===== src/design/swas_pkg.sv =====
// shared types and constants for the sliding-window retransmission sender
// no dependencies; imported by every other file in design/
package swas_pkg;

   localparam int WINDOW    = 4;
   localparam int SLOT_W    = (WINDOW > 1) ? $clog2(WINDOW) : 1;
   localparam int SEQ_W     = 16;
   localparam int CNT_W     = 17;
   localparam int CSR_IDX_W = 1;

   localparam logic [CNT_W-1:0]     ELAPSED_MAX   = '1;
   localparam logic [SEQ_W-1:0]     TIMEOUT_RESET = 16'd2000;
   localparam logic [CSR_IDX_W-1:0] CSR_TOTAL     = 1'b0;
   localparam logic [CSR_IDX_W-1:0] CSR_TIMEOUT   = 1'b1;

   typedef enum logic [1:0] {
      OP_POLL = 2'd0,
      OP_ACK  = 2'd1,
      OP_TICK = 2'd2
   } op_type;

   typedef enum logic [1:0] {
      KIND_STATUS = 2'd0,
      KIND_SEND   = 2'd1,
      KIND_RESEND = 2'd2
   } kind_type;

   typedef enum logic [3:0] {
      ST_IDLE,
      ST_POLL_EXP,
      ST_POLL_WIN,
      ST_POLL_CLAMP,
      ST_POLL_COMMIT,
      ST_SEND,
      ST_RESEND,
      ST_ACK_DIFF,
      ST_ACK_RANGE,
      ST_SLIDE,
      ST_TICK,
      ST_STATUS
   } state_type;

   // operand selection for the shared adder-subtractor
   typedef enum logic [3:0] {
      UOP_NONE,
      UOP_EXPIRY,
      UOP_WIN,
      UOP_CLAMP,
      UOP_COMMIT,
      UOP_CUR,
      UOP_ACK_BASE,
      UOP_ACK_NEXT,
      UOP_BASE_INC,
      UOP_TICK
   } uop_type;

   typedef struct packed {
      logic     req_ready;
      uop_type  uop;
      logic     set_expiry;
      logic     set_win;
      logic     set_lim;
      logic     commit;
      logic     emit;
      kind_type kind;
      logic     start_resend;
      logic     ack_diff;
      logic     ack_mark;
      logic     slide;
      logic     tick;
   } ctl_type;

   typedef struct packed {
      logic       req_valid;
      logic [1:0] op;
      logic       out_free;
      logic       cur_more;
      logic       expired;
      logic       any_out;
      logic       slide_ok;
   } sts_type;

endpackage


===== src/design/swas_unit.sv =====
// shared 17-bit adder-subtractor with borrow flag
// depends on swas_pkg
module swas_unit import swas_pkg::*; (
   input  logic [CNT_W-1:0] opa,
   input  logic [CNT_W-1:0] opb,
   input  logic             sub,
   output logic [CNT_W-1:0] res,
   output logic             borrow
);

   logic [CNT_W:0] full;

   always_comb begin
      full = {1'b0, opa} + {1'b0, (sub ? ~opb : opb)} + {{CNT_W{1'b0}}, sub};
   end

   assign res    = full[CNT_W-1:0];
   assign borrow = sub & ~full[CNT_W];

endmodule


===== src/design/swas_ctrl.sv =====
// sequencer for poll, acknowledgement and tick handling
// depends on swas_pkg; drives the datapath in the top level through ctl_type
module swas_ctrl import swas_pkg::*; (
   input  logic    clock,
   input  logic    reset,
   input  sts_type sts,
   output ctl_type ctl
);

   state_type state_ff;
   state_type state_in;

   always_ff @(posedge clock) begin
      if (reset) begin
         state_ff <= ST_IDLE;
      end else begin
         state_ff <= state_in;
      end
   end

   // next state
   always_comb begin
      state_in = state_ff;
      case (state_ff)
         ST_IDLE: begin
            if (sts.req_valid) begin
               case (sts.op)
                  OP_POLL: state_in = ST_POLL_EXP;
                  OP_ACK:  state_in = ST_ACK_DIFF;
                  OP_TICK: state_in = ST_TICK;
                  default: state_in = ST_STATUS;
               endcase
            end
         end
         ST_POLL_EXP:    state_in = ST_POLL_WIN;
         ST_POLL_WIN:    state_in = ST_POLL_CLAMP;
         ST_POLL_CLAMP:  state_in = ST_POLL_COMMIT;
         ST_POLL_COMMIT: state_in = ST_SEND;
         ST_SEND: begin
            if (!sts.cur_more) begin
               if (sts.expired) begin
                  state_in = ST_RESEND;
               end else if (sts.any_out) begin
                  state_in = ST_IDLE;
               end else begin
                  state_in = ST_STATUS;
               end
            end
         end
         ST_RESEND: begin
            if (!sts.cur_more) begin
               state_in = sts.any_out ? ST_IDLE : ST_STATUS;
            end
         end
         ST_ACK_DIFF:  state_in = ST_ACK_RANGE;
         ST_ACK_RANGE: state_in = ST_SLIDE;
         ST_SLIDE: begin
            if (!sts.slide_ok) begin
               state_in = ST_STATUS;
            end
         end
         ST_TICK: state_in = ST_STATUS;
         ST_STATUS: begin
            if (sts.out_free) begin
               state_in = ST_IDLE;
            end
         end
         default: state_in = ST_IDLE;
      endcase
   end

   // outputs
   always_comb begin
      ctl      = '0;
      ctl.uop  = UOP_NONE;
      ctl.kind = KIND_STATUS;
      case (state_ff)
         ST_IDLE: ctl.req_ready = 1'b1;
         ST_POLL_EXP: begin
            ctl.uop        = UOP_EXPIRY;
            ctl.set_expiry = 1'b1;
         end
         ST_POLL_WIN: begin
            ctl.uop     = UOP_WIN;
            ctl.set_win = 1'b1;
         end
         ST_POLL_CLAMP: begin
            ctl.uop     = UOP_CLAMP;
            ctl.set_lim = 1'b1;
         end
         ST_POLL_COMMIT: begin
            ctl.uop    = UOP_COMMIT;
            ctl.commit = 1'b1;
         end
         ST_SEND: begin
            ctl.uop          = UOP_CUR;
            ctl.kind         = KIND_SEND;
            ctl.emit         = sts.cur_more & sts.out_free;
            ctl.start_resend = ~sts.cur_more & sts.expired;
         end
         ST_RESEND: begin
            ctl.uop  = UOP_CUR;
            ctl.kind = KIND_RESEND;
            ctl.emit = sts.cur_more & sts.out_free;
         end
         ST_ACK_DIFF: begin
            ctl.uop      = UOP_ACK_BASE;
            ctl.ack_diff = 1'b1;
         end
         ST_ACK_RANGE: begin
            ctl.uop      = UOP_ACK_NEXT;
            ctl.ack_mark = 1'b1;
         end
         ST_SLIDE: begin
            ctl.uop   = UOP_BASE_INC;
            ctl.slide = sts.slide_ok;
         end
         ST_TICK: begin
            ctl.uop  = UOP_TICK;
            ctl.tick = 1'b1;
         end
         ST_STATUS: ctl.emit = sts.out_free;
         default: ctl.req_ready = 1'b0;
      endcase
   end

endmodule


===== src/design/sliding_window_arq_sender_core.sv =====
// sliding-window retransmission sender: window state, timer, slot marks and result register
// depends on swas_pkg, swas_unit and swas_ctrl
//
//   channel | ports                              | direction | transfer when
//   req     | req_operation, req_ack_number      | in        | req_valid & req_ready
//   rsp     | rsp_kind .. rsp_last               | out       | rsp_valid & rsp_ready
//   csr     | csr_index, csr_wdata               | in        | csr_write
//
// poll: expiry, window-end, clamp and commit steps, then a result per new send and, once
// the timer has expired, per retransmission, or a status result if it sends nothing; ack:
// difference, range, a slide step per slot passed; ack, tick and other codes emit status
// all steps go through one shared 17-bit adder-subtractor under the sequencer
// reset is synchronous and sets window, marks, timer, config and rsp_valid to defaults
// a stalled rsp holds the sequencer only where it has a further result to emit

module sliding_window_arq_sender_core import swas_pkg::*; (
   input  logic                 clock,
   input  logic                 reset,
   input  logic                 req_valid,
   output logic                 req_ready,
   input  logic [1:0]           req_operation,
   input  logic [SEQ_W-1:0]     req_ack_number,
   output logic                 rsp_valid,
   input  logic                 rsp_ready,
   output logic [1:0]           rsp_kind,
   output logic [SEQ_W-1:0]     rsp_seq_number,
   output logic [SEQ_W-1:0]     rsp_window_base,
   output logic [SEQ_W-1:0]     rsp_next_seq,
   output logic                 rsp_timer_active,
   output logic                 rsp_transfer_done,
   output logic                 rsp_last,
   input  logic                 csr_write,
   input  logic [CSR_IDX_W-1:0] csr_index,
   input  logic [SEQ_W-1:0]     csr_wdata
);

   localparam logic [SLOT_W:0]    WIN_S   = (SLOT_W+1)'(WINDOW);
   localparam logic [CNT_W-1:0]   WIN_C   = CNT_W'(WINDOW);
   localparam logic [SEQ_W-1:0]   WIN_Q   = SEQ_W'(WINDOW);
   localparam logic [CNT_W-1:0]   ONE_C   = CNT_W'(1);

   ctl_type ctl;
   sts_type sts;

   logic [SEQ_W-1:0]  total_ff, total_in;
   logic [SEQ_W-1:0]  timeout_ff, timeout_in;
   logic [SEQ_W-1:0]  base_ff, base_in;
   logic [SEQ_W-1:0]  next_ff, next_in;
   logic [SLOT_W-1:0] base_slot_ff, base_slot_in;
   logic [WINDOW-1:0] mark_ff, mark_in;
   logic              timer_ff, timer_in;
   logic [CNT_W-1:0]  elapsed_ff, elapsed_in;
   logic              expired_ff, expired_in;
   logic              any_out_ff, any_out_in;
   logic              rsp_valid_ff, rsp_valid_in;

   logic [SEQ_W-1:0]  ack_ff, ack_in;
   logic [CNT_W-1:0]  win_end_ff, win_end_in;
   logic [CNT_W-1:0]  lim_ff, lim_in;
   logic [SEQ_W-1:0]  cur_ff, cur_in;
   logic              ack_ok_ff, ack_ok_in;
   logic [SLOT_W-1:0] ack_slot_ff, ack_slot_in;

   kind_type          kind_ff, kind_in;
   logic [SEQ_W-1:0]  seq_ff, seq_in;
   logic [SEQ_W-1:0]  wbase_ff, wbase_in;
   logic [SEQ_W-1:0]  wnext_ff, wnext_in;
   logic              wtimer_ff, wtimer_in;
   logic              wdone_ff, wdone_in;
   logic              wlast_ff, wlast_in;

   logic [CNT_W-1:0]  u_opa, u_opb, u_res;
   logic              u_sub, u_borrow;

   logic              req_fire, out_free, cur_last, item_last;
   logic [SLOT_W:0]   slot_sum, slot_inc;

   assign req_ready = ctl.req_ready;
   assign req_fire  = req_valid & ctl.req_ready;
   assign out_free  = ~rsp_valid_ff | rsp_ready;

   swas_unit u_unit (
      .opa    (u_opa),
      .opb    (u_opb),
      .sub    (u_sub),
      .res    (u_res),
      .borrow (u_borrow)
   );

   swas_ctrl u_ctrl (
      .clock (clock),
      .reset (reset),
      .sts   (sts),
      .ctl   (ctl)
   );

   always_comb begin
      sts.req_valid = req_valid;
      sts.op        = req_operation;
      sts.out_free  = out_free;
      sts.cur_more  = (cur_ff != next_ff);
      sts.expired   = expired_ff;
      sts.any_out   = any_out_ff;
      sts.slide_ok  = (base_ff != next_ff) & mark_ff[base_slot_ff];
   end

   // operand selection for the shared unit
   always_comb begin
      u_opa = '0;
      u_opb = '0;
      u_sub = 1'b0;
      case (ctl.uop)
         UOP_EXPIRY: begin
            u_opa = {1'b0, timeout_ff};
            u_opb = elapsed_ff;
            u_sub = 1'b1;
         end
         UOP_WIN: begin
            u_opa = {1'b0, base_ff};
            u_opb = WIN_C;
         end
         UOP_CLAMP: begin
            u_opa = win_end_ff;
            u_opb = {1'b0, total_ff};
            u_sub = 1'b1;
         end
         UOP_COMMIT: begin
            u_opa = {1'b0, next_ff};
            u_opb = lim_ff;
            u_sub = 1'b1;
         end
         UOP_CUR: begin
            u_opa = {1'b0, cur_ff};
            u_opb = ONE_C;
         end
         UOP_ACK_BASE: begin
            u_opa = {1'b0, ack_ff};
            u_opb = {1'b0, base_ff};
            u_sub = 1'b1;
         end
         UOP_ACK_NEXT: begin
            u_opa = {1'b0, ack_ff};
            u_opb = {1'b0, next_ff};
            u_sub = 1'b1;
         end
         UOP_BASE_INC: begin
            u_opa = {1'b0, base_ff};
            u_opb = ONE_C;
         end
         UOP_TICK: begin
            u_opa = elapsed_ff;
            u_opb = ONE_C;
         end
         default: u_sub = 1'b0;
      endcase
   end

   always_comb begin
      slot_sum = {1'b0, base_slot_ff} + {1'b0, u_res[SLOT_W-1:0]};
      slot_inc = {1'b0, base_slot_ff} + (SLOT_W+1)'(1);
      cur_last = (u_res[SEQ_W-1:0] == next_ff);
      case (ctl.kind)
         KIND_SEND:   item_last = cur_last & ~expired_ff;
         KIND_RESEND: item_last = cur_last;
         default:     item_last = 1'b1;
      endcase
   end

   // next values of the window, timer and sequencing registers
   always_comb begin
      total_in     = total_ff;
      timeout_in   = timeout_ff;
      base_in      = base_ff;
      next_in      = next_ff;
      base_slot_in = base_slot_ff;
      mark_in      = mark_ff;
      timer_in     = timer_ff;
      elapsed_in   = elapsed_ff;
      expired_in   = expired_ff;
      any_out_in   = any_out_ff;
      ack_in       = ack_ff;
      win_end_in   = win_end_ff;
      lim_in       = lim_ff;
      cur_in       = cur_ff;
      ack_ok_in    = ack_ok_ff;
      ack_slot_in  = ack_slot_ff;

      if (csr_write) begin
         case (csr_index)
            CSR_TOTAL:   total_in   = csr_wdata;
            CSR_TIMEOUT: timeout_in = csr_wdata;
            default:     total_in   = total_ff;
         endcase
      end

      if (req_fire) begin
         ack_in     = req_ack_number;
         any_out_in = 1'b0;
      end
      if (ctl.set_expiry) begin
         expired_in = timer_ff & u_borrow;
      end
      if (ctl.set_win) begin
         win_end_in = u_res;
      end
      if (ctl.set_lim) begin
         lim_in = u_borrow ? win_end_ff : {1'b0, total_ff};
      end
      if (ctl.commit) begin
         cur_in = next_ff;
         if (u_borrow) begin
            next_in = lim_ff[SEQ_W-1:0];
            if (base_ff == next_ff) begin
               timer_in   = 1'b1;
               elapsed_in = '0;
            end
         end
      end
      if (ctl.emit) begin
         any_out_in = 1'b1;
         if (ctl.kind != KIND_STATUS) begin
            cur_in = u_res[SEQ_W-1:0];
         end
      end
      if (ctl.start_resend) begin
         cur_in     = base_ff;
         timer_in   = 1'b1;
         elapsed_in = '0;
      end
      if (ctl.ack_diff) begin
         ack_ok_in   = ~u_borrow & (u_res[SEQ_W-1:0] < WIN_Q);
         ack_slot_in = (slot_sum >= WIN_S) ? SLOT_W'(slot_sum - WIN_S)
                                           : slot_sum[SLOT_W-1:0];
      end
      if (ctl.ack_mark && ack_ok_ff && u_borrow) begin
         mark_in[ack_slot_ff] = 1'b1;
      end
      if (ctl.slide) begin
         mark_in[base_slot_ff] = 1'b0;
         base_in               = u_res[SEQ_W-1:0];
         base_slot_in          = (slot_inc == WIN_S) ? '0 : slot_inc[SLOT_W-1:0];
         if (u_res[SEQ_W-1:0] == next_ff) begin
            timer_in = 1'b0;
         end else begin
            timer_in   = 1'b1;
            elapsed_in = '0;
         end
      end
      if (ctl.tick && timer_ff && (elapsed_ff != ELAPSED_MAX)) begin
         elapsed_in = u_res;
      end
   end

   // result register
   always_comb begin
      rsp_valid_in = rsp_valid_ff;
      kind_in      = kind_ff;
      seq_in       = seq_ff;
      wbase_in     = wbase_ff;
      wnext_in     = wnext_ff;
      wtimer_in    = wtimer_ff;
      wdone_in     = wdone_ff;
      wlast_in     = wlast_ff;
      if (ctl.emit) begin
         rsp_valid_in = 1'b1;
         kind_in      = ctl.kind;
         seq_in       = (ctl.kind == KIND_STATUS) ? '0 : cur_ff;
         wbase_in     = base_ff;
         wnext_in     = next_ff;
         wtimer_in    = timer_ff;
         wdone_in     = (base_ff >= total_ff);
         wlast_in     = item_last;
      end else if (rsp_ready) begin
         rsp_valid_in = 1'b0;
      end
   end

   always_ff @(posedge clock) begin
      if (reset) begin
         total_ff     <= '0;
         timeout_ff   <= TIMEOUT_RESET;
         base_ff      <= '0;
         next_ff      <= '0;
         base_slot_ff <= '0;
         mark_ff      <= '0;
         timer_ff     <= 1'b0;
         elapsed_ff   <= '0;
         expired_ff   <= 1'b0;
         any_out_ff   <= 1'b0;
         rsp_valid_ff <= 1'b0;
      end else begin
         total_ff     <= total_in;
         timeout_ff   <= timeout_in;
         base_ff      <= base_in;
         next_ff      <= next_in;
         base_slot_ff <= base_slot_in;
         mark_ff      <= mark_in;
         timer_ff     <= timer_in;
         elapsed_ff   <= elapsed_in;
         expired_ff   <= expired_in;
         any_out_ff   <= any_out_in;
         rsp_valid_ff <= rsp_valid_in;
      end
   end

   always_ff @(posedge clock) begin
      ack_ff      <= ack_in;
      win_end_ff  <= win_end_in;
      lim_ff      <= lim_in;
      cur_ff      <= cur_in;
      ack_ok_ff   <= ack_ok_in;
      ack_slot_ff <= ack_slot_in;
      kind_ff     <= kind_in;
      seq_ff      <= seq_in;
      wbase_ff    <= wbase_in;
      wnext_ff    <= wnext_in;
      wtimer_ff   <= wtimer_in;
      wdone_ff    <= wdone_in;
      wlast_ff    <= wlast_in;
   end

   assign rsp_valid         = rsp_valid_ff;
   assign rsp_kind          = kind_ff;
   assign rsp_seq_number    = seq_ff;
   assign rsp_window_base   = wbase_ff;
   assign rsp_next_seq      = wnext_ff;
   assign rsp_timer_active  = wtimer_ff;
   assign rsp_transfer_done = wdone_ff;
   assign rsp_last          = wlast_ff;

   a_base_le_next: assert property (@(posedge clock) disable iff (reset)
      base_ff <= next_ff)
      else $error("window base passed next sequence number");

   a_window_span: assert property (@(posedge clock) disable iff (reset)
      ({1'b0, next_ff} - {1'b0, base_ff}) <= WIN_C)
      else $error("outstanding span exceeds window");

   a_timer_idle: assert property (@(posedge clock) disable iff (reset)
      ctl.req_ready |-> (timer_ff == (base_ff != next_ff)))
      else $error("timer state disagrees with outstanding window");

   a_emit_free: assert property (@(posedge clock) disable iff (reset)
      ctl.emit |-> (!rsp_valid_ff || rsp_ready))
      else $error("result loaded over an untaken transfer");

endmodule


===== config.mk =====
export PLATFORM = sky130hd
export DESIGN_NAME = sliding_window_arq_sender_core
export DESIGN_NICKNAME = d
export VERILOG_FILES = /design/src/design/swas_pkg.sv /design/src/design/swas_unit.sv /design/src/design/swas_ctrl.sv /design/src/design/sliding_window_arq_sender_core.sv
export SDC_FILE = /design/constraint.sdc
export NUM_CORES = 1
export LEC_CHECK = 0
export BUFFER_PORTS_ARGS = -buffer_cell sky130_fd_sc_hd__buf_2
export CORE_ASPECT_RATIO = 1.75
export CORE_MARGIN = 5
export CORE_UTILIZATION = 29
export CTS_CLUSTER_SIZE = 12
export DETAILED_ROUTE_END_ITERATION = 7
export PLACE_DENSITY = 0.51
export SETUP_SLACK_MARGIN = 0.3
export SYNTH_ARGS = -nofsm -noshare
export SYNTH_HDL_FRONTEND = slang
export SYNTH_SLANG_ARGS = --single-unit

===== constraint.sdc =====
create_clock -name clock -period 11.18 [get_ports clock]
set_input_delay 2.236 -clock clock [delete_from_list [all_inputs] [get_ports clock]]
set_output_delay 2.236 -clock clock [all_outputs]
set_load 0.02 [all_outputs]

Word-level counts from Yosys, hierarchy flattened --
Index checks and enable logic that the tools add are counted.
Word-level totals: word-level logic and storage cells 176, RAM bits 0, output and inout port bits 55, memory bits (read-only) 0, bits in latches 0, register bits 217, memories kept 0, input port bits 40
Cells by class: bitwise operators 19, multiply operators 0, order comparisons 7, multiplexer cells 59, add/subtract/negate cells 5, equal/unequal tests 35, shift-type cells 0, divide/modulo/power cells 0, reductions and logical operators 25
Operators with widths (count):
- 17-bit case mux with 7 select lines | 2
- 17-bit two-way mux | 8
- 16-bit two-way mux | 5
- 4-bit case mux with 12 select lines | 1
- 4-bit two-way mux | 9
- 4-bit case mux with 9 select lines | 1
- 16-bit equality test | 2
- 4-bit by 3-bit equality test with 1-bit output (second input constant) | 8
- 16-bit != test | 2
- 4-bit equality test (second input constant) | 6
- 1-bit two-way mux | 24
- 17-bit by 17-bit adder with 18-bit output | 1
- 18-bit by 1-bit adder with 18-bit output | 1
- 17-bit != test (second input constant) | 1
- 17-bit NOT | 1
- 4-bit by 2-bit equality test with 1-bit output (second input constant) | 4
- 16-bit >= comparator | 1
- 16-bit by 3-bit < comparator with 1-bit output (second input constant) | 1
- 4-bit case mux with 3 select lines | 1
- 2-bit != test (second input constant) | 5
- 3-bit nonzero test | 3
- 1-bit AND | 8
- 4-bit by 1-bit equality test with 1-bit output (second input constant) | 2
- 1-bit logical AND | 6
- other kinds (28) | 47

Logic depth before layout (Yosys ltp) --
depth in word-level cells 18, depth in mapped cells 27, gate-level depth less buffers 21

By module --
A second synthesis with hierarchy kept.
Second synthesis, totals: cell total of the unflattened synthesis 1160, area total of the unflattened synthesis 11454.7 µm²
Modules (own cells, without submodules):
- sliding_window_arq_sender_core | cells an instance 947, times used 1, area an instance 9825.7 µm²
- swas_unit | cells an instance 120, times used 1, area an instance 962.2 µm²
- swas_ctrl | cells an instance 93, times used 1, area an instance 666.9 µm²

Least setup slack after synthesis --
Ideal clock, no wire load.
path type register -> register, start point register u_ctrl.state_ff[1], end point register elapsed_ff[0], data required time 11.112 ns, slack 5.030 ns, period minus slack after synthesis 6.150 ns, arrival 6.082 ns, library setup time 0.068 ns, stages on the path, launching flop included 26, path through dfxtp_1 -> buf_2 -> buf_1 -> clkbuf_1 -> nand3_1 -> ha_1 -> clkbuf_1 -> clkbuf_1 -> o31ai_1 -> clkbuf_1 -> a21oi_1 -> nand3_1 -> o21ai_0 -> ha_1 -> clkbuf_1 -> a21oi_1 -> o21a_1 -> o211ai_1 -> nor4_1 -> and3_1 -> nand4_1 -> or4_1 -> or3_1 -> o41a_1 -> buf_6 -> o2bb2ai_2
Between the ends: cells in the longest elaborated chain, start to end 18
RTL lines:
- start, declared | line swas_ctrl.sv:10 | state_type state_ff;
- start signal, assigned | line swas_ctrl.sv:17 | state_ff <= state_in;
- 4-bit by 3-bit equality test with 1-bit output | line swas_ctrl.sv:77 | case (state_ff)
- 2-bit OR reduction (no line)
- 4-bit case mux with 9 select lines | line swas_ctrl.sv:77
- 4-bit equality test or 4-bit by 3-bit equality test with 1-bit output (tied branches) | line sliding_window_arq_sender_core.sv:112 | case (ctl.uop)
- 3-bit OR reduction (no line)
- 17-bit case mux with 7 select lines | line sliding_window_arq_sender_core.sv:112
- 17-bit NOT | line swas_unit.sv:14 | full = {1'b0, opa} + {1'b0, (sub ? ~opb : opb)} + {{CNT_W{1'b0}}, sub};
- 17-bit two-way mux | line swas_unit.sv:14
- (+2 left out)
- 1-bit NOT | line swas_unit.sv:18 | assign borrow = sub & ~full[CNT_W];
- 1-bit AND | line swas_unit.sv:18
- 17-bit two-way mux | line sliding_window_arq_sender_core.sv:211 | if (u_borrow) begin
- 17-bit two-way mux | line sliding_window_arq_sender_core.sv:209 | if (ctl.commit) begin
- 17-bit two-way mux | line sliding_window_arq_sender_core.sv:225 | if (ctl.start_resend) begin
- 17-bit two-way mux | line sliding_window_arq_sender_core.sv:242 | if (u_res[SEQ_W-1:0] == next_ff) begin
- 17-bit two-way mux | line sliding_window_arq_sender_core.sv:238 | if (ctl.slide) begin
- 17-bit two-way mux * | line sliding_window_arq_sender_core.sv:249 | if (ctl.tick && timer_ff && (elapsed_ff != ELAPSED_MAX)) begin
- end signal, assigned | line sliding_window_arq_sender_core.sv:299 | elapsed_ff <= elapsed_in;
- end, declared | line sliding_window_arq_sender_core.sv:52 | logic [CNT_W-1:0] elapsed_ff, elapsed_in;
Every way passes the cells marked *; elsewhere a longest branch is shown, timed or not. A chain may end at the register's enable or synchronous reset.

Worst setup path in the final report --
start point register u_ctrl.state_ff[2], end point register elapsed_ff[6]
RTL lines:
- 4-bit by 3-bit equality test with 1-bit output | line swas_ctrl.sv:77
- 2-bit OR reduction (no line)
- 4-bit case mux with 9 select lines * | line swas_ctrl.sv:77
- 4-bit equality test or 4-bit by 3-bit equality test with 1-bit output (tied branches) | line sliding_window_arq_sender_core.sv:112
- 3-bit OR reduction (no line)
- 17-bit case mux with 7 select lines | line sliding_window_arq_sender_core.sv:112
- 17-bit NOT | line swas_unit.sv:14
- 17-bit two-way mux | line swas_unit.sv:14
- 17-bit by 17-bit adder with 18-bit output | line swas_unit.sv:14
- 18-bit by 1-bit adder with 18-bit output * | line swas_unit.sv:14
- net u_res[2] | line sliding_window_arq_sender_core.sv:72 | logic [CNT_W-1:0] u_opa, u_opb, u_res;
- 16-bit equality test * | line sliding_window_arq_sender_core.sv:242
- 17-bit two-way mux * | line sliding_window_arq_sender_core.sv:242
- 17-bit two-way mux * | line sliding_window_arq_sender_core.sv:238
- 17-bit two-way mux * | line sliding_window_arq_sender_core.sv:249
The timed path passes the listed nets; every way through them passes the cells marked *.

==> results.cfg <==
[critical_path]
crit_type = reg -> reg
crit_slowest_cell = sky130_fd_sc_hd__dfxtp_1
cp-end-kind = register
worst_ep_required_time_ns = 11.63
cp_max_fo = 33
critPathLaunchType = register
cp_max_stage_delay_ns = 0.85
cp_data_arrival_time_ns = 7.75
timing.critical_path.cells = inv_1 > nor2_1 > nand2_1 > ha_1 > buf_4 > nor4bb_1 > o41a_1 > nor4_1 > or3b_1 > o21ai_0 > inv_1 > fa_1 > xor2_1 > xnor2_1 > nand4_1 > nor4_1 > and3_1 > nand4_1 > or4_1 > or3_1 > o41a_1 > o21ai_0

[cells_and_area]
layout.filler_cells = 4367
count_of_nets_after_finishing = 1430
final_cell_count_no_fill = 1916
final_common_cell = sky130_fd_sc_hd__nand2_1
antenna_cells = 0
area.growth.synth_to_final_pct = 14.8
commonest_cells_after_routing_fill_and_taps_aside = 164 x sky130_fd_sc_hd__nand2_1, 111 x sky130_fd_sc_hd__dfxtp_1, 106 x sky130_fd_sc_hd__edfxtp_1, 100 x sky130_fd_sc_hd__a21oi_1, 96 x sky130_fd_sc_hd__nor2_1
layout-drive-gt1-share_pct = 13.8
leading_registers_by_flop_count = elapsed_ff x17, lim_ff x17, win_end_ff x17

[cts]
h_tree_levels = 1
cts_root_buffer = sky130_fd_sc_hd__clkbuf_16
cts.clk_slew.worst_paths_ns = 0.06
post_cts.repair.setup_buffers = 0
clk_path_buf_depth = 3
post_cts.resized_instances = 0
clk_latency_ns = 0.54
cts_hold_buf = 0
cts_inserted_buffers = 23
numClockSinks = 217
cts_tree = yes

[routing]
finalWirelength_um = 46500
detailedRoute.firstIterationViolations = 1025
postRouteAntennaNets = 0
routed_wire_length_per_instance_um = 24.3
avgViaCountPerCell = 5.39
detailedRoute.firstPassIterationCount = 7
drc_errors = 0
vias = 10300

[logic_synthesis]
yosysWarningCount = 0
synth-seq-cells = 217
synth_edf_count = 106
post-synth-top-area-cell = sky130_fd_sc_hd__edfxtp_1
synth_area_um2 = 11900
synth-main-ff-cell = sky130_fd_sc_hd__dfxtp_1
synth_async_sr_flop_share_pct = 0
synthDistinctLibCells = 76
yosysTopAreaCellShare_pct = 26.8
synth_seq_area_share_pct = 45.4
syn-mean-instance-area_um2 = 9.19
number_of_instances_in_the_synthesized_netlist = 1294
mappedNetlistNets = 1375
yosys-top-cells-area = sky130_fd_sc_hd__edfxtp_1 27%, sky130_fd_sc_hd__dfxtp_1 19%, sky130_fd_sc_hd__nand2_1 5.2%

[pwr]
power.share.combinational_pct = 58.0
net_switching_power_uw = 2330
max-vdd-ir-drop_v = 0.000138
internal_power_uw = 2320
sequentialPowerShare_pct = 26.2
power_per_cell_area_nw_per_um2 = 341
power_leakage_uw = 0.00497
clock_network_fraction_of_design_power_pct = 15.8
swShare_pct = 50.1

[sta]
finalSetupTns_ns = 0
final.min_clock_period_ns = 7.30
hold_viol = 0
setup_viol_count_final = 0
max_slew_margin_pct = 2.45
post-route-period-util_pct = 65.3
final-max-slew-violation-count = 0
finClkSkew_ns = 0.0129
unrepaired_setup_endpoints_after_global_routing = no
tightestPinTransition_ns = 1.45
max_freq_ghz = 0.137

[outcome]
outcome = finished, final reports clean

[place]
number_of_cells_in_the_design_after_placement = 1874
dp.final_hpwl_um = 34100
gpl.final_weighted_congestion = 0.973
port_buffers = 94

[floorplanning]
die_width_um = 163
rows = 98
core_area_um2 = 40700
die-area_um2 = 45300
floorplan.initialDensity_pct = 29.2
chip_height_um = 278
io_pins = 95

[global_routing]
grt_start_max_net_pins = 54
grt.overflow.total = 0
antenna_found_initial = 0
grt_first_pass_wirelength_um = 68400
groute.usage.overall_pct = 20.1
first_global_vias = 10500

[run]
max_cap_violations = 0

[hold_path]
hold_class = reg -> reg
Yosys cell counts, drive strengths merged (6+ instances only):
cell    number
nand2      165
dfxtp      111
edfxtp     106
nor2       101
a21oi      100
clkbuf      79
o21ai       69
a22oi       62
mux2i       51
xnor2       41
ha          40
inv         40
nand3       30
nor2b       26
nor3        25
and3        23
xor2        23
nor4        18
nand4       17
a222oi      15
buf         15
nand2b      11
a211oi      10
nand3b      10
a21o         8
or4          8
o211ai       7
and2         6
o21a         6
or2          6
layout make-up:
type	instances	area (um^2)	area share [%]
tap	550	688	5.04
inverter	40	150	1.10
clock inverter	4	27.5	0.202
timing repair buffer	124	696	5.10
sequential	217	5410	39.6
multi-input combinational	943	6020	44.1
clock buffer	38	662	4.85
metrics by stage:
step,cell area (um^2),power (uW),worst slack [ns],hold WS [ns],utilization (%)
floorplan,11900,2860,5.03,0.406,-
global placement,13000,3870,4.18,0.448,31.8
detailed placement,13000,3870,4.05,0.455,31.8
CTS,13700,4620,4.01,0.464,33.5
global route,13700,4860,3.37,0.490,33.5
finish,13700,4650,3.88,0.464,33.5
worst max-delay path: cells and delay by family (launching register included):
family	cells	cell delay [ns]
AOI/OAI and AO/OA	4	1.72
xor gates and xnor gates	2	0.65
adders and majority gates	2	0.63
buffers and inverters	3	0.60
DFF	1	0.85
and+or+nand+nor	11	2.73
cell families after synthesis:
| logic type | after synthesis | share of synthesized area [%] |
|---|---|---|
| flip-flops | 217 | 45.4 |
| AND/OR/NAND/NOR | 463 | 18.8 |
| AO/OA/AOI/OAI | 321 | 17.5 |
| multiplexers | 53 | 4.58 |
| XOR/XNOR | 65 | 4.90 |
| adder cells (fa/ha/maj) | 41 | 4.38 |
| buffers and inverters | 134 | 4.43 |
worst paths after layout:
path,start,end,slack [ns],depth (start not counted)
setup / recovery,u_ctrl.state_ff[2],elapsed_ff[6],3.88,22
hold / removal,total_ff[2],total_ff[2],0.46,2
setup reg to reg,u_ctrl.state_ff[2],elapsed_ff[6],3.88,22
hold reg to reg,total_ff[2],total_ff[2],0.46,2
power by group through the flow:
stage	registers [uW]	logic [uW]	clock network [uW]
6_report	1220	2700	735
5_1_grt	1230	2850	780
4_1_cts	1220	2650	756
3_5_place_dp	1230	2640	0
3_3_place_gp	1230	2640	0
2_1_floorplan	1190	1670	0
per-layer routing:
metal	wire length (um)	up-vias	GRT usage [%]	part of all wire, %
li1	-	4818	-	-
met1	17700	5019	22.9	38
met2	23900	375	36.4	51
met3	2300	114	2.40	4.9
met4	2640	0	10.3	5.7
met5	0	-	0	0
(Power assumes the default switching activity.)
